File: src/rtl/core/srs_pkg.sv
`timescale 1ns / 1ps
`default_nettype none

package srs_pkg;

   // Sequence space and word sizes
   localparam int SEQ_SPACE    = 8;
   localparam int SEQ_BITS     = 3;
   localparam int MAX_WINDOW   = 4;
   localparam int PAYLOAD_BITS = 32;
   localparam int WLEN_BITS    = 3;
   localparam int MAX_EFF      = (MAX_WINDOW < SEQ_SPACE - 1) ? MAX_WINDOW : SEQ_SPACE - 1;

   // Channel word widths
   localparam int REQ_DATA_BITS = 40;
   localparam int REQ_USER_BITS = 2;
   localparam int RSP_DATA_BITS = 56;

   typedef logic [SEQ_BITS-1:0] seq_type;

   typedef enum logic [1:0] {
      CMD_SEND    = 2'd0,
      CMD_ACK     = 2'd1,
      CMD_TIMEOUT = 2'd2,
      CMD_NONE    = 2'd3
   } cmd_type;

   typedef enum logic [2:0] {
      ST_SENT    = 3'd0,
      ST_FULL    = 3'd1,
      ST_ACKED   = 3'd2,
      ST_OUTSIDE = 3'd3,
      ST_CORRUPT = 3'd4,
      ST_RESENT  = 3'd5,
      ST_NOT_OUT = 3'd6
   } status_type;

   // Operands and results of the shared distance/compare unit
   typedef struct packed {
      seq_type a;
      seq_type b;
      seq_type limit;
   } alu_req_type;

   typedef struct packed {
      seq_type offset;
      logic    below;
   } alu_rsp_type;

   // Clamp the programmed window length to the usable range
   function automatic seq_type eff_window(input logic [WLEN_BITS-1:0] len);
      seq_type w;
      if (len == '0) begin
         w = seq_type'(1);
      end else if (int'(len) > MAX_EFF) begin
         w = seq_type'(MAX_EFF);
      end else begin
         w = seq_type'(len);
      end
      return w;
   endfunction

endpackage

`default_nettype wire

File: src/rtl/core/srs_ram.sv
`timescale 1ns / 1ps
`default_nettype none

module srs_ram #(
   parameter int WIDTH = 32,
   parameter int DEPTH = 8
) (
   input  wire logic                     clock,
   input  wire logic                     wr_en,
   input  wire logic [$clog2(DEPTH)-1:0] wr_addr,
   input  wire logic [WIDTH-1:0]         wr_data,
   input  wire logic                     rd_en,
   input  wire logic [$clog2(DEPTH)-1:0] rd_addr,
   output logic      [WIDTH-1:0]         rd_data
);

   logic [WIDTH-1:0] mem_ff [DEPTH];

   // Write port and registered read port
   always_ff @(posedge clock) begin
      if (wr_en) begin
         mem_ff[wr_addr] <= wr_data;
      end
      if (rd_en) begin
         rd_data <= mem_ff[rd_addr];
      end
   end

endmodule

`default_nettype wire

File: src/rtl/core/srs_seq_alu.sv
`timescale 1ns / 1ps
`default_nettype none

module srs_seq_alu (
   input  wire srs_pkg::alu_req_type op,
   output srs_pkg::alu_rsp_type      res
);

   import srs_pkg::*;

   seq_type offset;

   // Modular distance from b to a; the sequence space is a power of two
   assign offset     = op.a - op.b;
   assign res.offset = offset;
   assign res.below  = (offset < op.limit);

endmodule

`default_nettype wire

File: src/rtl/core/selective_repeat_sender_window_unit.sv
`timescale 1ns / 1ps
`default_nettype none

// Selective-repeat ARQ sender window. Each request word carries a command in
// req_tuser (send, acknowledgement or timer expiry) and one response word is
// returned per request. A request passes from acceptance to the response
// register through the accept, evaluate and respond states; an
// acknowledgement of the window base adds a slide state before respond, which
// moves the base past the acknowledged slots, at most as many as are
// outstanding. The effective window length is at most 4. While the response
// register stays full, the request waits in the respond state. The control
// sequencer checks window membership through one shared modular
// distance/compare unit and slides the base one slot per cycle. The payload
// store is a small RAM with a registered read port, read during acceptance. A
// finished response waits in the output register while the next request is
// accepted. csr_wr_data may only be written while the block is idle.

module selective_repeat_sender_window_unit (
   input  wire logic                                clock,
   input  wire logic                                reset,
   // Request channel
   input  wire logic                                req_tvalid,
   output logic                                     req_tready,
   // payload[31:0], ack_number[34:32], ack_checksum_ok[35],
   // expired_number[38:36], zero[39]
   input  wire logic [srs_pkg::REQ_DATA_BITS-1:0]   req_tdata,
   // command[1:0]
   input  wire logic [srs_pkg::REQ_USER_BITS-1:0]   req_tuser,
   // Response channel
   output logic                                     rsp_tvalid,
   input  wire logic                                rsp_tready,
   // status[2:0], transmit_valid[3], transmit_seq[6:4], transmit_data[38:7],
   // timer_start[39], timer_stop[40], timer_seq[43:41], window_base[46:44],
   // next_sequence[49:47], window_full[50], zero[55:51]
   output logic      [srs_pkg::RSP_DATA_BITS-1:0]   rsp_tdata,
   // Configuration
   input  wire logic                                csr_wr_en,
   input  wire logic [srs_pkg::WLEN_BITS-1:0]       csr_wr_data
);

   import srs_pkg::*;

   typedef enum logic [3:0] {
      S_IDLE  = 4'b0001,
      S_EVAL  = 4'b0010,
      S_SLIDE = 4'b0100,
      S_RESP  = 4'b1000
   } state_type;

   // Control state
   state_type              state_ff, state_in;
   seq_type                base_ff, base_in;
   seq_type                next_ff, next_in;
   seq_type                outs_ff, outs_in;
   logic [SEQ_SPACE-1:0]   acked_ff, acked_in;
   logic [WLEN_BITS-1:0]   wlen_ff;
   logic                   rsp_valid_ff, rsp_valid_in;

   // Latched request and working result
   cmd_type                cmd_ff, cmd_in;
   logic [PAYLOAD_BITS-1:0] pay_ff, pay_in;
   seq_type                ack_ff, ack_in;
   logic                   ck_ff, ck_in;
   seq_type                exp_ff, exp_in;
   status_type             st_ff, st_in;
   logic                   tx_v_ff, tx_v_in;
   seq_type                tx_s_ff, tx_s_in;
   logic [PAYLOAD_BITS-1:0] tx_d_ff, tx_d_in;
   logic                   t_start_ff, t_start_in;
   logic                   t_stop_ff, t_stop_in;
   seq_type                t_seq_ff, t_seq_in;
   logic [RSP_DATA_BITS-1:0] rsp_data_ff, rsp_data_in;

   // Shared unit and payload store
   alu_req_type            alu_op;
   alu_rsp_type            alu_res;
   seq_type                eff_w;
   logic                   accept;
   logic                   ram_we;
   logic [PAYLOAD_BITS-1:0] ram_rdata;

   assign eff_w      = eff_window(wlen_ff);
   assign req_tready = (state_ff == S_IDLE);
   assign accept     = req_tvalid && req_tready;
   assign rsp_tvalid = rsp_valid_ff;
   assign rsp_tdata  = rsp_data_ff;

   // Route operands to the shared unit by command
   always_comb begin
      alu_op.b = base_ff;
      case (cmd_ff)
         CMD_SEND: begin
            alu_op.a     = next_ff;
            alu_op.limit = eff_w;
         end
         CMD_ACK: begin
            alu_op.a     = ack_ff;
            alu_op.limit = outs_ff;
         end
         default: begin
            alu_op.a     = exp_ff;
            alu_op.limit = outs_ff;
         end
      endcase
   end

   srs_seq_alu u_alu (
      .op  (alu_op),
      .res (alu_res)
   );

   srs_ram #(
      .WIDTH (PAYLOAD_BITS),
      .DEPTH (SEQ_SPACE)
   ) u_store (
      .clock   (clock),
      .wr_en   (ram_we),
      .wr_addr (next_ff),
      .wr_data (pay_ff),
      .rd_en   (accept),
      .rd_addr (req_tdata[38:36]),
      .rd_data (ram_rdata)
   );

   // Sequencer
   always_comb begin
      state_in     = state_ff;
      base_in      = base_ff;
      next_in      = next_ff;
      outs_in      = outs_ff;
      acked_in     = acked_ff;
      rsp_valid_in = rsp_valid_ff && !rsp_tready;
      cmd_in       = cmd_ff;
      pay_in       = pay_ff;
      ack_in       = ack_ff;
      ck_in        = ck_ff;
      exp_in       = exp_ff;
      st_in        = st_ff;
      tx_v_in      = tx_v_ff;
      tx_s_in      = tx_s_ff;
      tx_d_in      = tx_d_ff;
      t_start_in   = t_start_ff;
      t_stop_in    = t_stop_ff;
      t_seq_in     = t_seq_ff;
      rsp_data_in  = rsp_data_ff;
      ram_we       = 1'b0;

      case (state_ff)
         S_IDLE: begin
            // Latch the request word
            if (accept) begin
               cmd_in   = cmd_type'(req_tuser);
               pay_in   = req_tdata[31:0];
               ack_in   = req_tdata[34:32];
               ck_in    = req_tdata[35];
               exp_in   = req_tdata[38:36];
               state_in = S_EVAL;
            end
         end
         S_EVAL: begin
            st_in      = ST_NOT_OUT;
            tx_v_in    = 1'b0;
            tx_s_in    = '0;
            tx_d_in    = '0;
            t_start_in = 1'b0;
            t_stop_in  = 1'b0;
            t_seq_in   = '0;
            state_in   = S_RESP;
            case (cmd_ff)
               CMD_SEND: begin
                  // Store, transmit and advance when the window has room
                  if (!alu_res.below) begin
                     st_in = ST_FULL;
                  end else begin
                     ram_we            = 1'b1;
                     acked_in[next_ff] = 1'b0;
                     st_in             = ST_SENT;
                     tx_v_in           = 1'b1;
                     tx_s_in           = next_ff;
                     tx_d_in           = pay_ff;
                     t_start_in        = 1'b1;
                     t_seq_in          = next_ff;
                     next_in           = next_ff + seq_type'(1);
                     outs_in           = outs_ff + seq_type'(1);
                  end
               end
               CMD_ACK: begin
                  // Mark the slot; an ack of the base starts the slide
                  if (!ck_ff) begin
                     st_in = ST_CORRUPT;
                  end else if (!alu_res.below) begin
                     st_in = ST_OUTSIDE;
                  end else begin
                     acked_in[ack_ff] = 1'b1;
                     st_in            = ST_ACKED;
                     t_stop_in        = 1'b1;
                     t_seq_in         = ack_ff;
                     if (alu_res.offset == '0) begin
                        state_in = S_SLIDE;
                     end
                  end
               end
               CMD_TIMEOUT: begin
                  // Resend if still in the window; always restart the timer
                  if (alu_res.below) begin
                     st_in   = ST_RESENT;
                     tx_v_in = 1'b1;
                     tx_s_in = exp_ff;
                     tx_d_in = ram_rdata;
                  end
                  t_start_in = 1'b1;
                  t_seq_in   = exp_ff;
               end
               default: begin
                  st_in = ST_NOT_OUT;
               end
            endcase
         end
         S_SLIDE: begin
            // Advance the base past one acknowledged slot per cycle
            if ((outs_ff != '0) && acked_ff[base_ff]) begin
               acked_in[base_ff] = 1'b0;
               base_in           = base_ff + seq_type'(1);
               outs_in           = outs_ff - seq_type'(1);
            end else begin
               state_in = S_RESP;
            end
         end
         S_RESP: begin
            // Load the response register once it is free
            if (!rsp_valid_ff || rsp_tready) begin
               rsp_data_in = {5'b0, (outs_ff >= eff_w), next_ff, base_ff, t_seq_ff,
                              t_stop_ff, t_start_ff, tx_d_ff, tx_s_ff, tx_v_ff, st_ff};
               rsp_valid_in = 1'b1;
               state_in     = S_IDLE;
            end
         end
         default: begin
            state_in = S_IDLE;
         end
      endcase
   end

   // Control registers
   always_ff @(posedge clock) begin
      if (reset) begin
         state_ff     <= S_IDLE;
         base_ff      <= '0;
         next_ff      <= '0;
         outs_ff      <= '0;
         acked_ff     <= '0;
         rsp_valid_ff <= 1'b0;
         wlen_ff      <= WLEN_BITS'(MAX_WINDOW);
      end else begin
         state_ff     <= state_in;
         base_ff      <= base_in;
         next_ff      <= next_in;
         outs_ff      <= outs_in;
         acked_ff     <= acked_in;
         rsp_valid_ff <= rsp_valid_in;
         if (csr_wr_en) begin
            wlen_ff <= csr_wr_data;
         end
      end
   end

   // Payload registers
   always_ff @(posedge clock) begin
      cmd_ff      <= cmd_in;
      pay_ff      <= pay_in;
      ack_ff      <= ack_in;
      ck_ff       <= ck_in;
      exp_ff      <= exp_in;
      st_ff       <= st_in;
      tx_v_ff     <= tx_v_in;
      tx_s_ff     <= tx_s_in;
      tx_d_ff     <= tx_d_in;
      t_start_ff  <= t_start_in;
      t_stop_ff   <= t_stop_in;
      t_seq_ff    <= t_seq_in;
      rsp_data_ff <= rsp_data_in;
   end

endmodule

`default_nettype wire

File: config.mk
export PLATFORM = sky130hd
export DESIGN_NAME = selective_repeat_sender_window_unit
export DESIGN_NICKNAME = d
export VERILOG_FILES = /design/src/rtl/core/srs_pkg.sv /design/src/rtl/core/srs_ram.sv /design/src/rtl/core/srs_seq_alu.sv /design/src/rtl/core/selective_repeat_sender_window_unit.sv
export SDC_FILE = /design/constraint.sdc
export NUM_CORES = 1
export LEC_CHECK = 0
export BUFFER_PORTS_ARGS = -buffer_cell sky130_fd_sc_hd__buf_2
export CAP_MARGIN = 20
export CELL_PAD_IN_SITES_DETAIL_PLACEMENT = 0
export CELL_PAD_IN_SITES_GLOBAL_PLACEMENT = 1
export CORE_MARGIN = 3
export CORE_UTILIZATION = 45
export CTS_CLUSTER_SIZE = 16
export DETAILED_ROUTE_END_ITERATION = 10
export PLACE_DENSITY_LB_ADDON = 0.08
export SLEW_MARGIN = 10
export SYNTH_ARGS = -nofsm -noshare
export SYNTH_HDL_FRONTEND = slang
export SYNTH_HIERARCHICAL = 1
export SYNTH_SLANG_ARGS = --single-unit
File: constraint.sdc
create_clock -name clock -period 12 [get_ports clock]
set_clock_uncertainty 0.2 [all_clocks]
set_input_delay 1.2 -clock clock [delete_from_list [all_inputs] [get_ports clock]]
set_output_delay 1.2 -clock clock [all_outputs]
set_load 0.02 [all_outputs]
==> results of run 1 <==
## cell usage in the layout, fill, tap and decap left out, types with 4 or more instances in the layout
| cell | instances |
|---|---|
| clkinvlp_4 | 4 |
| ha_1 | 8 |
| mux2i_1 | 11 |
| mux4_2 | 26 |
| o21ai_0 | 13 |
| dfxtp_1 | 25 |
| a22o_1 | 32 |
| nand2_1 | 17 |
| a21oi_1 | 15 |
| clkbuf_16 | 49 |
| nor2_4 | 8 |
| nor3_1 | 5 |
| conb_1 | 5 |
| clkinv_1 | 8 |
| nor2_1 | 12 |
| edfxtp_1 | 424 |
| mux2_2 | 36 |
| bufinv_16 | 10 |
| mux4_1 | 40 |
| o22ai_1 | 7 |
| buf_4 | 17 |
| inv_1 | 19 |
| nor2b_1 | 4 |
| clkbuf_1 | 8 |
| clkinv_2 | 8 |
| nand3_1 | 7 |
| nand2b_1 | 14 |
| a211oi_2 | 7 |
| buf_2 | 100 |
## worst paths after layout
kind               start                    to  cells after the start
max            cmd_ff[0]  u_store/mem_ff[4][5]                     16
min          tx_d_ff[20]         rsp_tdata[27]                      0
max reg2reg    cmd_ff[0]  u_store/mem_ff[4][5]                     16
min reg2reg  tx_d_ff[20]         rsp_tdata[27]                      0
## layer usage
metal  up-vias  track usage  share of wire
met5         -            0              0
met4         0       0.0526          0.020
met3        61       0.0337          0.048
met1      4344        0.234           0.44
li1       3685            -              -
met2       208        0.288           0.49
## per-stage QoR
stage | cell area [um^2] | util | setup WS (ns) | instances | total power (uW)
2_1_floorplan | 17200 | - | 5.34 | 832 | 1910
3_3_place_gp | 18300 | 0.493 | 6.96 | 1412 | 1960
3_5_place_dp | 18300 | 0.493 | 6.85 | 1412 | 1970
4_1_cts | 20000 | 0.538 | 6.81 | 1500 | 3530
5_1_grt | 20000 | 0.538 | 6.51 | 1500 | 3610
6_report | 20000 | 0.538 | 6.81 | 1500 | 3490
## critical path: stages, from the launching register on
cell and delay [ns]:
edfxtp_1 0.68, mux2i_1 0.23, o21ai_0 0.09, inv_1 0.09
ha_1 0.14, inv_1 0.05, fa_1 0.37, xor2_1 0.16
xnor2_1 0.16, ha_1 0.22, or2_0 0.22, o22ai_1 0.50
nor3b_2 0.30, and2_1 0.35, nand2_1 0.30, nor3_2 0.18
buf_4 0.55
## flip-flops by register name, indices dropped and copies added, names as in the netlist, 4 cells and up
| signal | count |
|---|---|
| u_store/rd_data | 32 |
| state_ff | 4 |
| rsp_tdata | 51 |
| pay_ff | 32 |
| u_store/mem_ff | 256 |
| tx_d_ff | 32 |
| acked_ff | 8 |
## where the power goes
group,internal (uW),leakage [uW],switching (uW)
Combinational,54.8,0.00181,80.2
Clock,963,0.000809,591
Sequential,1760,0.00406,33.9
## layout make-up
class / instances / share of cell area
clock inverters: 31 / 0.0210
well taps: 504 / 0.0316
clock buffers: 57 / 0.0629
repair buffers: 117 / 0.0314
inverters: 19 / 0.00357
flip-flops and latches: 449 / 0.662
multi-input cells: 323 / 0.187
## logic make-up after synthesis
group	Yosys count
and+or+nand+nor	90
buffers and inverters	60
xor gates and xnor gates	5
AOI/OAI and AO/OA	97
DFF	449
muxes	116
adders and majority gates	10
other	1
==> flow_summary.ini, run 1 <==
[placement]
place_congestion = 0.766
post-dp-hpwl_um = 18100
io_buffers = 101

[worst_setup_path]
reg2reg_slack_ns = 6.81
startpoint_type = flop
cp.arrival_ns = 5.18
crit_path_end_kind = flop
crit_type = reg2reg
path_max_fanout = 32
required_ns = 11.99

[yosys]
async_reset_ff_frac = 0
synth_commonest_cells = edfxtp_1 (424), mux4_1 (40), mux2_2 (36)
synth.ff_latch_count = 449
ys_types = 60
yosysMostFrequentCell = edfxtp_1
syn_inst = 828
avgSynthCellArea_um2 = 20.8
yosys.area.top_type = edfxtp_1
syn-cell-area_um2 = 17200
synth-simple-area-share = 0.0290
synthTopCellsByArea = edfxtp_1 (74%), mux4_1 (6.1%), mux4_2 (3.4%)
ys_warn_count = 6
synthXorXnorAreaFrac = 0.00255
yosysTopAreaCellShare = 0.741
synth_compound_area_frac = 0.0442
synth_fa_ha_area_frac = 0.00816
synth.area.mux_share = 0.127
synth_top_family_by_area = multiplexers
synth_edf_count = 424
yosys_most_used_dff = edfxtp_1
ys_seq_area_frac = 0.770

[die]
die-area_um2 = 40600
num_io_pins = 108
die_height_um = 201
rows = 70
die_w_um = 201
start_util = 0.463
coreArea_um2 = 37100

[timing]
drv_slew = 0
fin_tns_setup_ns = 0
fmax_mhz = 193
finalCriticalPeriod_ns = 5.19
hold_ws_ns = 0.218
relSlewSlack = 0.371
setup_viol = 0
tightest_slew_ns = 0.943
min_period_over_period = 0.433
hold_viol = 0
rsz0062_at_grt = no

[grt]
antenna_found_initial = 0
overflow = 0
grt_util_all_layers = 0.173
grt_max_degree = 66
grt_pass1_wl_um = 53300
grt_pass1_vias = 8796

[cts]
cts_tree = done
htree_levels = 2
cts_sinks = 449
clkLatencyLatePin_ns = 0.57
cts_hold_buf = 0
cts_root_buffer = clkbuf_16
path_clk_slew_ns = 0.06
cts_buffers = 47
clockBufferDepth = 3
cts_setup_buffers = 0
cts_resized = 0

[route]
vias = 8298
drc = 0
dr.pass1.iters = 4
drt_wl_total_um = 34900
drt-initial-drc-count = 512
ant_nets = 0
viasPerCell = 5.53
wl_per_cell_um = 23.3

[cells_and_area]
drive_gt1_frac = 0.278
fillers = 2953
area_growth_pct = 16.3
num_antenna_cells = 0
seq_area_um2 = 13200
multi_input_area_um2 = 3740
nNetsFinal = 1017

[power]
power_density_nw_per_um2 = 175
power.static_leakage_uw = 0.00668
peakVddDrop_mv = 0.153

[job]
maxCapViolations = 0

[outcome]
status = complete, no violations

[min_path]
min_path_type = reg2reg
(Power assumes the default switching activity.)
==> run 2: changes to the inputs <==
Clock period 12 ns to 4.8 ns, I/O delays scaled along.
==> run 2 against run 1 <==
Against the previous run:
- non-clock buffer count grew 65
- critical path type unchanged
- worst setup slack lost 6.3 ns
- first-iteration DRC count grew 11%
==> flow_summary.ini, run 2 (same netlist as run 1, synthesis figures left out) <==
[outcome]
status = complete, no violations

[timing]
finalCriticalPeriod_ns = 4.33
fin_tns_setup_ns = 0
min_period_over_period = 0.901
rsz0062_at_grt = no
tightest_slew_ns = 0.816
setup_viol = 0
relSlewSlack = 0.456
drv_slew = 0
fmax_mhz = 231
hold_viol = 0

[cells_and_area]
drive_gt1_frac = 0.276
area_growth_pct = 19.9
max_flop_register = u_store/mem_ff
instances_no_fill = 1562
num_antenna_cells = 0
largest_reg_flops = 256
nNetsFinal = 1081
final_cell_mix = edfxtp_1 (424), buf_2 (100), clkbuf_16 (47), dlygate4sd3_1 (47), mux4_1 (40)
final_common_cell = edfxtp_1

[worst_setup_path]
crit_path_end_kind = flop
r2r-start = cmd_ff[0]
path_max_fanout = 23
crit_path_top_delay_cell = edfxtp_1
crit_chain = mux2i_1 -> o21ai_0 -> inv_1 -> ha_1 -> inv_1 -> fa_1 -> xor2_1 -> xnor2_1 -> ha_1 -> or2_0 -> o22ai_2 -> nor3b_4 -> and2_1 -> nand2_1 -> nor3_4 -> buf_12
reg2reg_slack_ns = 0.47
crit_type = reg2reg
cp.arrival_ns = 4.38
rr_worst_depth = 16
crit_start = cmd_ff[0]
startpoint_type = flop
cpPeakStageDelay_ns = 0.67
required_ns = 4.85

[die]
die_w_um = 201
rows = 70
coreArea_um2 = 37100
die-area_um2 = 40600
num_io_pins = 108
die_height_um = 201
start_util = 0.463

[cts]
path_clk_slew_ns = 0.06
cts_sinks = 449
htree_levels = 2
cts_setup_buffers = 0
cts_buffers = 46
clkLatencyLatePin_ns = 0.58
cts_resized = 0
cts_root_buffer = clkbuf_16
cts_tree = done
clockBufferDepth = 3

[power]
power.static_leakage_uw = 0.00693
peakVddDrop_mv = 0.292
power_density_nw_per_um2 = 413

[route]
viasPerCell = 5.45
wl_per_cell_um = 22.5
dr.pass1.iters = 5
ant_nets = 0
vias = 8512
drt-initial-drc-count = 568
drc = 0
drt_wl_total_um = 35100

[placement]
dp.cells = 1430
place_congestion = 0.727
post-dp-hpwl_um = 19800
io_buffers = 101

[min_path]
min_path_type = in2reg
min_path_cells = 2
min_from = reset

[grt]
grt_pass1_vias = 8983
globalRouteMet2Util = 0.294
grt_use_met3 = 0.0315
grt_util_all_layers = 0.176
antenna_found_initial = 0
grt_pass1_wl_um = 54100
busiest_layer = met2
grt_use_met1 = 0.238
overflow = 0
grt_max_degree = 52

[job]
maxCapViolations = 0
run 2: cell types whose count changed in the layout (fill, tap and decap cells not counted), sizes merged:
cell	before	now
dlygate4sd3	0	47
clkbuf	57	51
inv	20	21
clkinv	16	21
bufinv	10	7
buf	117	135
run 2: final cells by class:
cell class / count / area, um^2
fill: 2890 / 16500
sequential: 449 / 13200
multi-input combinational: 323 / 3760
timing repair buffer: 182 / 1360
clock buffer: 51 / 1190
tap: 504 / 631
clock inverter: 34 / 362
inverter: 19 / 71.3
run 2: final timing paths:
kind,endpoint
worst max-delay path,u_store/mem_ff[4][8]
worst min-delay path,wlen_ff[0]
worst max register to register,u_store/mem_ff[4][8]
worst min register to register,rsp_tdata[38]
run 2: critical path, delay by kind of cell (launching register included):
family | cells | cell delay (ns)
flip-flops | 1 | 0.67
buffers and inverters | 3 | 0.38
AND/OR/NAND/NOR | 5 | 1.22
multiplexers | 1 | 0.23
AO/OA/AOI/OAI | 2 | 0.21
adder cells (fa/ha/maj) | 3 | 0.73
XOR/XNOR | 2 | 0.33
run 2: per-stage QoR:
step	utilization	instance area, um^2	setup WS [ns]	power [uW]	hold slack (ns)
after floorplan	-	17300	0.0191	4790	0.200
after global placement	0.500	18600	0.550	4920	0.201
after detailed placement	0.500	18600	0.498	4940	0.205
after CTS	0.555	20600	0.444	8620	0.179
after global routing	0.555	20600	0.163	8820	0.225
final	0.555	20600	0.475	8510	0.213
run 2: metal layers:
layer	vias to the layer above	wire, um
li1	3813	-
met1	4401	15300
met2	242	17400
met3	56	1750
met4	0	700
met5	-	0
run 2: report_power, final:
part	total (uW)	switching (uW)	internal, uW
combinational	387	215	172
clock	3630	1460	2170
sequential	4490	82.9	4410
total	8510	1760	6750
run 2: repair_timing:
item / 4_1_cts / 5_1_grt
hold buffers: 47 / 0
endpoints found under the setup margin: 0 / 0
endpoints found under the hold margin: 44 / 0
